==> src/design/abt_pkg.sv <==
package abt_pkg;

  // table geometry
  localparam int TABLE_ENTRIES = 16;
  localparam int IDX_W         = $clog2(TABLE_ENTRIES);

  // field widths
  localparam int OP_W    = 3;
  localparam int SENS_W  = 10;
  localparam int EIDX_W  = 4;
  localparam int LEVEL_W = 8;
  localparam int PWM_W   = 7;
  localparam int CFG_IDX_W  = 1;
  localparam int CFG_DATA_W = 1;

  // sensor scaling: product of reading and (entries - 2), divided by full scale
  localparam int PROD_W = SENS_W + IDX_W;

  // level limits
  localparam logic [LEVEL_W-1:0] BOOST_LEVEL  = LEVEL_W'(100);
  localparam logic [LEVEL_W-1:0] PWM_MAX      = LEVEL_W'(99);
  localparam logic [LEVEL_W-1:0] BOOST_OFFSET = LEVEL_W'(34);
  localparam logic [LEVEL_W-1:0] TOP_LEVEL    = LEVEL_W'(133);
  localparam int STEP_MIN = 1;
  localparam int STEP_MAX = 4;

  // op codes
  localparam logic [OP_W-1:0] OP_SENSOR   = 3'd0;
  localparam logic [OP_W-1:0] OP_INC      = 3'd1;
  localparam logic [OP_W-1:0] OP_DEC      = 3'd2;
  localparam logic [OP_W-1:0] OP_LOAD     = 3'd3;
  localparam logic [OP_W-1:0] OP_READ     = 3'd4;
  localparam logic [OP_W-1:0] OP_BOOSTOFF = 3'd5;

  // configuration register indexes
  localparam logic [CFG_IDX_W-1:0] CFG_AUTO  = 1'b0;
  localparam logic [CFG_IDX_W-1:0] CFG_BOOST = 1'b1;

  typedef enum logic [2:0] {
    S_IDLE,
    S_EXEC,
    S_DIV,
    S_DOWN,
    S_UP,
    S_DRIVE,
    S_FIN
  } state_t;

  typedef enum logic [1:0] {
    STEP_INC,
    STEP_DEC,
    STEP_DOWN,
    STEP_UP
  } step_mode_t;

  typedef struct packed {
    step_mode_t         mode;
    logic [LEVEL_W-1:0] level;
    logic [LEVEL_W-1:0] neighbor;
    logic               boost_en;
  } step_req_t;

endpackage

==> src/design/adaptive_brightness_table_top.sv <==
// adaptive brightness table: a 16-entry table of display levels (0..133) picked by
// ambient light. a request carries an op: sensor update (selects entry
// reading*(entries-2)/1023+1 in auto mode, entry 0 otherwise), increase, decrease,
// load entry, read entry and boost off. each request yields exactly one result with
// pwm_level, boost_on and entry_value. the block takes one request at a time and
// holds in_stall high until the request is done; the finished result waits in an
// output register, so the next request can be taken while it is still stalled.
// states from acceptance to the output register: exec, fin for load, read, boost
// off and unused codes; exec, drive, fin for a sensor update with auto off and
// exec, div, drive, fin with auto on (exec registers the scaling multiply, div
// applies the divide-by-1023 correction). increase and decrease pass exec, drive,
// fin with auto off; with auto on the reshaping walk visits entries 1 through the
// last, skipping the current one, one entry per cycle through the shared step
// unit. the table comes out of reset as all 99 with no clearing pass. configuration
// is written through cfg_we/cfg_index/cfg_data while the block is idle, a rule
// for the user that the block does not enforce: index 0 auto_enable (writing 0
// also selects entry 0), index 1 boost_enable (writing 0 also drops boost_on).
module adaptive_brightness_table_top (
  input  logic                              clk,
  input  logic                              rst,
  // request channel
  input  logic                              in_valid,
  output logic                              in_stall,
  input  logic [abt_pkg::OP_W-1:0]          op,
  input  logic [abt_pkg::SENS_W-1:0]        sensor_value,
  input  logic [abt_pkg::EIDX_W-1:0]        entry_index,
  input  logic [abt_pkg::LEVEL_W-1:0]       entry_level,
  // result channel
  output logic                              out_valid,
  input  logic                              out_stall,
  output logic [abt_pkg::PWM_W-1:0]         pwm_level,
  output logic                              boost_on,
  output logic [abt_pkg::LEVEL_W-1:0]       entry_value,
  // configuration port
  input  logic                              cfg_we,
  input  logic [abt_pkg::CFG_IDX_W-1:0]     cfg_index,
  input  logic [abt_pkg::CFG_DATA_W-1:0]    cfg_data
);
  import abt_pkg::*;

  // sequencer
  state_t state;
  state_t state_next;

  // configuration and control state
  logic             auto_en;
  logic             boost_en;
  logic             boost_pin;
  logic [IDX_W-1:0] cur;

  // latched request
  logic [OP_W-1:0]    op_r;
  logic [SENS_W-1:0]  sensor_r;
  logic [EIDX_W-1:0]  eidx_r;
  logic [LEVEL_W-1:0] elev_r;

  // working registers
  logic [PROD_W-1:0]  prod;
  logic [IDX_W-1:0]   walk;
  logic [LEVEL_W-1:0] prev;
  logic [LEVEL_W-1:0] cur_level;
  logic [PWM_W-1:0]   res_pwm;
  logic [LEVEL_W-1:0] res_ev;

  // level table, one write and one read address per cycle
  logic [LEVEL_W-1:0] level_table [TABLE_ENTRIES];
  logic               tbl_we;
  logic [IDX_W-1:0]   tbl_wa;
  logic [LEVEL_W-1:0] tbl_wd;
  logic [IDX_W-1:0]   rd_addr;
  logic [LEVEL_W-1:0] rd_data;

  // request fields decoded
  logic [IDX_W-1:0] eidx_addr;
  logic             eidx_ok;
  logic             accept;
  logic             out_free;

  // shared step unit
  step_req_t          step_req;
  logic [LEVEL_W-1:0] step_res;

  // divide-by-1023 correction
  logic [IDX_W-1:0]  q0;
  logic [SENS_W:0]   rem;
  logic [IDX_W:0]    idx_full;
  logic [IDX_W-1:0]  sensor_idx;

  // drive mapping
  logic [PWM_W-1:0] drv_pwm;
  logic             drv_high;

  localparam logic [IDX_W-1:0] LAST_IDX = IDX_W'(TABLE_ENTRIES - 1);
  localparam logic [IDX_W-1:0] IDX_ONE  = IDX_W'(1);
  localparam logic [SENS_W:0]  SENS_FULL = (SENS_W+1)'((1 << SENS_W) - 1);

  assign accept   = in_valid && !in_stall;
  assign in_stall = (state != S_IDLE);
  assign out_free = !out_valid || !out_stall;

  assign eidx_addr = IDX_W'(eidx_r);
  assign eidx_ok   = (int'(eidx_r) < TABLE_ENTRIES);

  // x/1023 with x = 1024*q0 + t: remainder is t + q0, below twice 1023
  assign q0  = prod[PROD_W-1:SENS_W];
  assign rem = (SENS_W+1)'(prod[SENS_W-1:0]) + (SENS_W+1)'(q0);
  always_comb begin
    idx_full = (IDX_W+1)'(q0) + (IDX_W+1)'(1);
    if (rem >= SENS_FULL) idx_full = idx_full + (IDX_W+1)'(1);
    if (int'(idx_full) >= TABLE_ENTRIES) sensor_idx = LAST_IDX;
    else sensor_idx = idx_full[IDX_W-1:0];
  end

  // table read mux
  always_comb begin
    unique case (state)
      S_EXEC:        rd_addr = (op_r == OP_READ) ? eidx_addr : cur;
      S_DOWN, S_UP:  rd_addr = walk;
      default:       rd_addr = cur;
    endcase
  end
  assign rd_data = level_table[rd_addr];

  // step unit request
  always_comb begin
    step_req.level    = rd_data;
    step_req.neighbor = prev;
    step_req.boost_en = boost_en;
    unique case (state)
      S_DOWN:  step_req.mode = STEP_DOWN;
      S_UP:    step_req.mode = STEP_UP;
      default: step_req.mode = (op_r == OP_DEC) ? STEP_DEC : STEP_INC;
    endcase
  end

  abt_step_unit u_step (
    .req    (step_req),
    .result (step_res)
  );

  // level to drive step; with boost enabled high levels go through the boost output, else they drive 99
  always_comb begin
    drv_high = (rd_data >= BOOST_LEVEL);
    if (boost_en) begin
      drv_pwm = drv_high ? PWM_W'(rd_data - BOOST_OFFSET) : rd_data[PWM_W-1:0];
    end else begin
      drv_pwm = drv_high ? PWM_MAX[PWM_W-1:0] : rd_data[PWM_W-1:0];
    end
  end

  // sequencer next state and table write
  always_comb begin
    state_next = state;
    tbl_we     = 1'b0;
    tbl_wa     = cur;
    tbl_wd     = step_res;
    unique case (state)
      S_IDLE: begin
        if (accept) state_next = S_EXEC;
      end
      S_EXEC: begin
        priority case (op_r)
          OP_SENSOR: state_next = auto_en ? S_DIV : S_DRIVE;
          OP_INC, OP_DEC: begin
            tbl_we = 1'b1;
            if (!auto_en) state_next = S_DRIVE;
            else if (int'(cur) >= 2) state_next = S_DOWN;
            else if (cur != LAST_IDX) state_next = S_UP;
            else state_next = S_DRIVE;
          end
          OP_LOAD: begin
            tbl_we     = eidx_ok;
            tbl_wa     = eidx_addr;
            tbl_wd     = (elev_r > TOP_LEVEL) ? TOP_LEVEL : elev_r;
            state_next = S_FIN;
          end
          default: state_next = S_FIN;
        endcase
      end
      S_DIV: state_next = S_DRIVE;
      S_DOWN: begin
        tbl_we = 1'b1;
        tbl_wa = walk;
        if (walk == IDX_ONE) state_next = (cur != LAST_IDX) ? S_UP : S_DRIVE;
      end
      S_UP: begin
        tbl_we = 1'b1;
        tbl_wa = walk;
        if (walk == LAST_IDX) state_next = S_DRIVE;
      end
      S_DRIVE: state_next = S_FIN;
      S_FIN: begin
        if (out_free) state_next = S_IDLE;
      end
      default: state_next = S_IDLE;
    endcase
  end

  always_ff @(posedge clk) begin
    if (rst) state <= S_IDLE;
    else state <= state_next;
  end

  // table storage
  always_ff @(posedge clk) begin
    if (rst) begin
      for (int i = 0; i < TABLE_ENTRIES; i++) level_table[i] <= PWM_MAX;
    end else if (tbl_we) begin
      level_table[tbl_wa] <= tbl_wd;
    end
  end

  // request latch and working registers
  always_ff @(posedge clk) begin
    if (accept) begin
      op_r     <= op;
      sensor_r <= sensor_value;
      eidx_r   <= entry_index;
      elev_r   <= entry_level;
    end
    unique case (state)
      S_EXEC: begin
        prod      <= PROD_W'(sensor_r) * PROD_W'(TABLE_ENTRIES - 2);
        res_pwm   <= '0;
        res_ev    <= (op_r == OP_READ && eidx_ok) ? rd_data : '0;
        prev      <= step_res;
        cur_level <= step_res;
        walk      <= (int'(cur) >= 2) ? cur - IDX_ONE : cur + IDX_ONE;
      end
      S_DOWN: begin
        if (walk == IDX_ONE) begin
          prev <= cur_level;
          walk <= cur + IDX_ONE;
        end else begin
          prev <= step_res;
          walk <= walk - IDX_ONE;
        end
      end
      S_UP: begin
        prev <= step_res;
        walk <= walk + IDX_ONE;
      end
      S_DRIVE: res_pwm <= drv_pwm;
      default: ;
    endcase
  end

  // control state: current entry, boost output, configuration
  always_ff @(posedge clk) begin
    if (rst) begin
      cur       <= '0;
      boost_pin <= 1'b0;
      auto_en   <= 1'b0;
      boost_en  <= 1'b0;
    end else begin
      if (state == S_EXEC && op_r == OP_SENSOR && !auto_en) cur <= '0;
      if (state == S_DIV) cur <= sensor_idx;
      if (state == S_DRIVE && boost_en) boost_pin <= drv_high;
      if (state == S_EXEC && op_r == OP_BOOSTOFF && boost_en) boost_pin <= 1'b0;
      if (cfg_we) begin
        unique case (cfg_index)
          CFG_AUTO: begin
            auto_en <= cfg_data[0];
            if (!cfg_data[0]) cur <= '0;
          end
          CFG_BOOST: begin
            boost_en <= cfg_data[0];
            if (!cfg_data[0]) boost_pin <= 1'b0;
          end
          default: ;
        endcase
      end
    end
  end

  // output register
  always_ff @(posedge clk) begin
    if (rst) begin
      out_valid <= 1'b0;
    end else if (state == S_FIN && out_free) begin
      out_valid <= 1'b1;
    end else if (!out_stall) begin
      out_valid <= 1'b0;
    end
  end

  always_ff @(posedge clk) begin
    if (state == S_FIN && out_free) begin
      pwm_level   <= res_pwm;
      boost_on    <= boost_pin;
      entry_value <= res_ev;
    end
  end

  // a new result enters the output register only from the final step
  a_result_from_fin: assert property (@(posedge clk) disable iff (rst)
    $rose(out_valid) |-> $past(state == S_FIN))
    else $error("result appeared outside the final step");

  // the downward walk stays between entry 1 and the entry below the current one
  a_down_walk_range: assert property (@(posedge clk) disable iff (rst)
    (state == S_DOWN) |-> (walk != '0 && walk < cur))
    else $error("downward walk out of range");

  // the upward walk stays above the current entry
  a_up_walk_range: assert property (@(posedge clk) disable iff (rst)
    (state == S_UP) |-> (walk > cur))
    else $error("upward walk out of range");

  // nothing above the top level is ever stored
  a_table_write_cap: assert property (@(posedge clk) disable iff (rst)
    tbl_we |-> (tbl_wd <= TOP_LEVEL))
    else $error("table write above top level");

  // drive step never exceeds 99
  a_pwm_range: assert property (@(posedge clk) disable iff (rst)
    out_valid |-> (pwm_level <= PWM_MAX[PWM_W-1:0]))
    else $error("pwm level out of range");

endmodule

==> src/design/abt_step_unit.sv <==
module abt_step_unit (
  input  abt_pkg::step_req_t        req,
  output logic [abt_pkg::LEVEL_W-1:0] result
);
  import abt_pkg::*;

  localparam int W = LEVEL_W + 2;

  logic signed [W-1:0] lvl;
  logic signed [W-1:0] nb;
  logic signed [W-1:0] lo;
  logic signed [W-1:0] hi;
  logic signed [W-1:0] v;

  always_comb begin
    lvl = signed'(W'(req.level));
    nb  = signed'(W'(req.neighbor));
    lo  = '0;
    hi  = '0;
    v   = lvl;
    unique case (req.mode)
      STEP_INC: begin
        v = lvl + W'(1);
        if (req.boost_en) begin
          if (v > signed'(W'(TOP_LEVEL))) v = signed'(W'(TOP_LEVEL));
        end else begin
          if (v >= signed'(W'(BOOST_LEVEL))) v = signed'(W'(PWM_MAX));
        end
      end
      STEP_DEC: begin
        v = lvl - W'(1);
        if (v < 0) v = '0;
      end
      STEP_DOWN: begin
        // entries below the current one sit 1..4 above their upper neighbor, capped at the top level
        lo = nb + W'(STEP_MIN);
        hi = nb + W'(STEP_MAX);
        if (v < lo) v = lo;
        if (v > hi) v = hi;
        if (v > signed'(W'(TOP_LEVEL))) v = signed'(W'(TOP_LEVEL));
      end
      STEP_UP: begin
        // entries above sit 1..4 below their lower neighbor, floored at 0
        lo = nb - W'(STEP_MAX);
        hi = nb - W'(STEP_MIN);
        if (v > hi) v = hi;
        if (v < lo) v = lo;
        if (v < 0) v = '0;
      end
      default: v = lvl;
    endcase
  end

  assign result = v[LEVEL_W-1:0];

endmodule

==> config.mk <==
export PLATFORM = sky130hd
export DESIGN_NAME = adaptive_brightness_table_top
export DESIGN_NICKNAME = d
export VERILOG_FILES = /design/src/design/abt_pkg.sv /design/src/design/adaptive_brightness_table_top.sv /design/src/design/abt_step_unit.sv
export SDC_FILE = /design/constraint.sdc
export NUM_CORES = 1
export LEC_CHECK = 0
export BUFFER_PORTS_ARGS = -buffer_cell sky130_fd_sc_hd__buf_4
export CAP_MARGIN = 10
export CELL_PAD_IN_SITES_DETAIL_PLACEMENT = 1
export CELL_PAD_IN_SITES_GLOBAL_PLACEMENT = 1
export CORE_UTILIZATION = 46
export DETAILED_ROUTE_END_ITERATION = 12
export GPL_TIMING_DRIVEN = 0
export PLACE_DENSITY = 0.75
export SLEW_MARGIN = 20
export SYNTH_ARGS = -nofsm -noshare
export SYNTH_HDL_FRONTEND = slang
export SYNTH_HIERARCHICAL = 1
export SYNTH_SLANG_ARGS = --single-unit
==> constraint.sdc <==
create_clock -name clk -period 7.9 [get_ports clk]
set_clock_uncertainty 0.05 [all_clocks]
set_input_delay 1.185 -clock clk [delete_from_list [all_inputs] [get_ports clk]]
set_output_delay 1.185 -clock clk [all_outputs]
set_load 0.03 [all_outputs]
==> results.md <==
* EDFF count, synth at 217
* Final WL at 43,590 um
* Final setup violation count at 0
* Critical Path Max Stage Delay at 0.45 ns
* Via count at 11,220
* Pins over their slew limit at 0
* Minimum clock period at 7.716 ns
* Crit path max fanout at 10
* HPWL after DPL at 31,170 um
* Top FF cell, synth: edfxtp_1
* Fin area at 16,320 um^2
* Crit path required time at 8.15 ns
* Die Ht at 175.4 um
* Max Cap Viol at 0
* CP Launch Point: op_r[0]
* Clock root buffer: clkbuf_16
* Status: finished clean
* FF+latch count, synth at 228
* Post-synth cell types at 92
* Crit-path slowest cell: or3b_4
* Final Cycle Share at 97.67%
* Layout cells sized above 1 at 19.50%
* Critical path destination: level_table[2][2]
* Vias per cell at 6.094
* Clock latency on the worst-skew pair at 0.56 ns
* Clock buffer depth at 3
* Critical Path End Type: flip-flop
* Grt ovf at 0
* End-of-flow core utilization at 55.05%
* Synth async-reset ratio at 0%
* Critical setup path kind: reg2reg
* FF-to-FF setup slack at 0.18 ns
* Die Width at 175.4 um
* Post-Syn Nets at 1,421
* Post-synthesis sequential area ratio at 48.68%
* Diode count at 0
* Hold Path Cell Cnt at 0
* Fillers at 3,254
* Post-detailed-route wirelength per cell at 23.68 um
* Yosys top cell area share at 47.09%
* Vias in the first global route at 11,470
* Worst reg2reg path depth at 33
* Fmax at 0.1296 GHz
* Initial DRC count at 850
* Placed cell areas at 14,740 um^2
* Die ar. at 30,780 um^2
* I/O pin cnt at 50
* PortBufs at 49
* Mapped Cells at 1,314
* Initial antenna violation count at 0
* Synth Area per Inst at 10.53 um^2
* Worst-path clk slew at 0.06 ns
* Final hold violation count at 0
* Post-Syn Area at 13,840 um^2
* YS warnings at 6
* Core outline area at 29,640 um^2
* First-pass GRT wire length at 65,110 um
* Rows at 63
* Overall global routing resource usage at 27.84%
* Largest net degree at the start of global routing at 33
* CP startpoint kind: flip-flop
* Drt pass-1 iters at 5
* TritonCTS Sinks at 228
* Max-Slew Margin vs Limit at 24.32%
* Num CTS Buffers at 27
* Worst Tran Pin Value at 1.133 ns
* Gp weighted congestion at 0.9023
* Hold_ws at 0.3562 ns
* H-tree depth at 1
* DRC errors left at 0
* Synth cell count leaders: edfxtp_1 (217), nand2_1 (170), nor2_1 (156)
* Reg2reg start: op_r[0]
* ANT nets after route at 0
* Worst endpoint data arrival time at 7.97 ns
* Worst Hold Class: reg2reg
* Initial Utilization at 46.69%
* Most frequent cell after synthesis: edfxtp_1
* Hold-fix buffers, CTS at 0
* Area leader, netlist: edfxtp_1
* FF-to-FF End: level_table[2][2]
* CTS tree: yes
* Final net count at 1,537
* Synth area leaders: edfxtp_1 (47%), ha_1 (5.8%), nand2_1 (4.6%), nor2_1 (4.2%), mux2i_1 (4.0%)
* Area Overhead vs Synth at 17.91%
==> final cells by class <==
type	count	area, um^2	share of cell area (%)
Multi-Input combinational cell	962	6917	42.39
Inverter	69	294.0	1.802
Tap cell	390	488.0	2.991
Timing Repair inverter	1	8.758	0.05368
Buffer	56	361.6	2.216
Timing Repair Buffer	85	645.6	3.957
Clock buffer	32	694.4	4.256
Sequential cell	228	6738	41.29
Clock inverter	18	170.2	1.043
==> metrics by stage <==
stage                     setup WS (ns)  instances  TNS [ns]
final                            0.1844       1841         0
after global routing           -0.01028       1841  -0.01242
after CTS                       0.02200       1821         0
after detailed placement         -2.260       1754   -247.08
after global placement           -2.600       1753   -299.78
after floorplan                  0.4427       1314         0
==> how the worst min path moves through the flow <==
stage | startpoint | to
floorplan | res_ev[0] | entry_value[0]
detailed placement | res_pwm[3] | pwm_level[3]
global route | res_pwm[3] | pwm_level[3]
CTS | res_ev[6] | entry_value[6]
global placement | res_ev[0] | entry_value[0]
finish | res_ev[6] | entry_value[6]
==> routing by layer <==
metal  vias up  track usage [%]  share of wire (%)
li1       5081                -                  -
met1      5617            35.95                 41
met2       442            47.83                 49
met3        79            4.177                7.1
met4         0            9.094                2.8
met5         -                0                  0
==> critical path, delay by kind of cell, from the launching register on <==
kind	cells	cell delay (ns)
fa+ha+maj	2	0.49
flops	1	0.39
compound gates	13	3.01
simple gates	10	2.17
buf+inv	8	1.36
==> repair_timing <==
action                                  4_1_cts  5_1_grt
pin swaps                                     9        6
endpoints found under the setup margin      144      137
setup buffers                                17       18
resized for setup                            61       43
endpoints found under the hold margin         0        0
cloned                                        0        2
==> logic make-up (layout without fill, tap and decap cells) <==
logic type / after synthesis / in the layout / share of synthesized area, %
xor+xnor: 41 / 41 / 2.595
compound gates: 275 / 276 / 14.76
mux: 73 / 73 / 5.570
fa+ha+maj: 76 / 76 / 7.450
flops: 228 / 228 / 48.68
buf+inv: 125 / 261 / 4.114
simple gates: 496 / 496 / 16.84
==> sequential cells by signal (all words and copies together), names as in the netlist, 8 cells and up <==
| name | count |
|---|---|
| cur_level | 8 |
| sensor_r | 10 |
| prev | 8 |
| elev_r | 8 |
| level_table | 128 |
| entry_value | 8 |
| prod | 13 |
| res_ev | 8 |
==> cell usage in the layout (no fill, tap or decap), types with 19 or more instances in the layout <==
master | synthesis | layout
nand2_1 | 170 | 166
nand3_1 | 28 | 27
edfxtp_1 | 217 | 217
o21ai_0 | 27 | 25
inv_1 | 67 | 61
nor2_1 | 156 | 153
clkbuf_1 | 26 | 21
a211oi_1 | 23 | 19
buf_4 | 5 | 92
ha_1 | 64 | 64
nand2b_1 | 23 | 23
xnor2_1 | 31 | 31
clkbuf_16 | 0 | 27
a21oi_1 | 63 | 58
mux2i_1 | 55 | 53
Power is left out: the tool's default activity adds up to more than one toggle a clock period on the data nets, which glitch-free logic cannot reach.
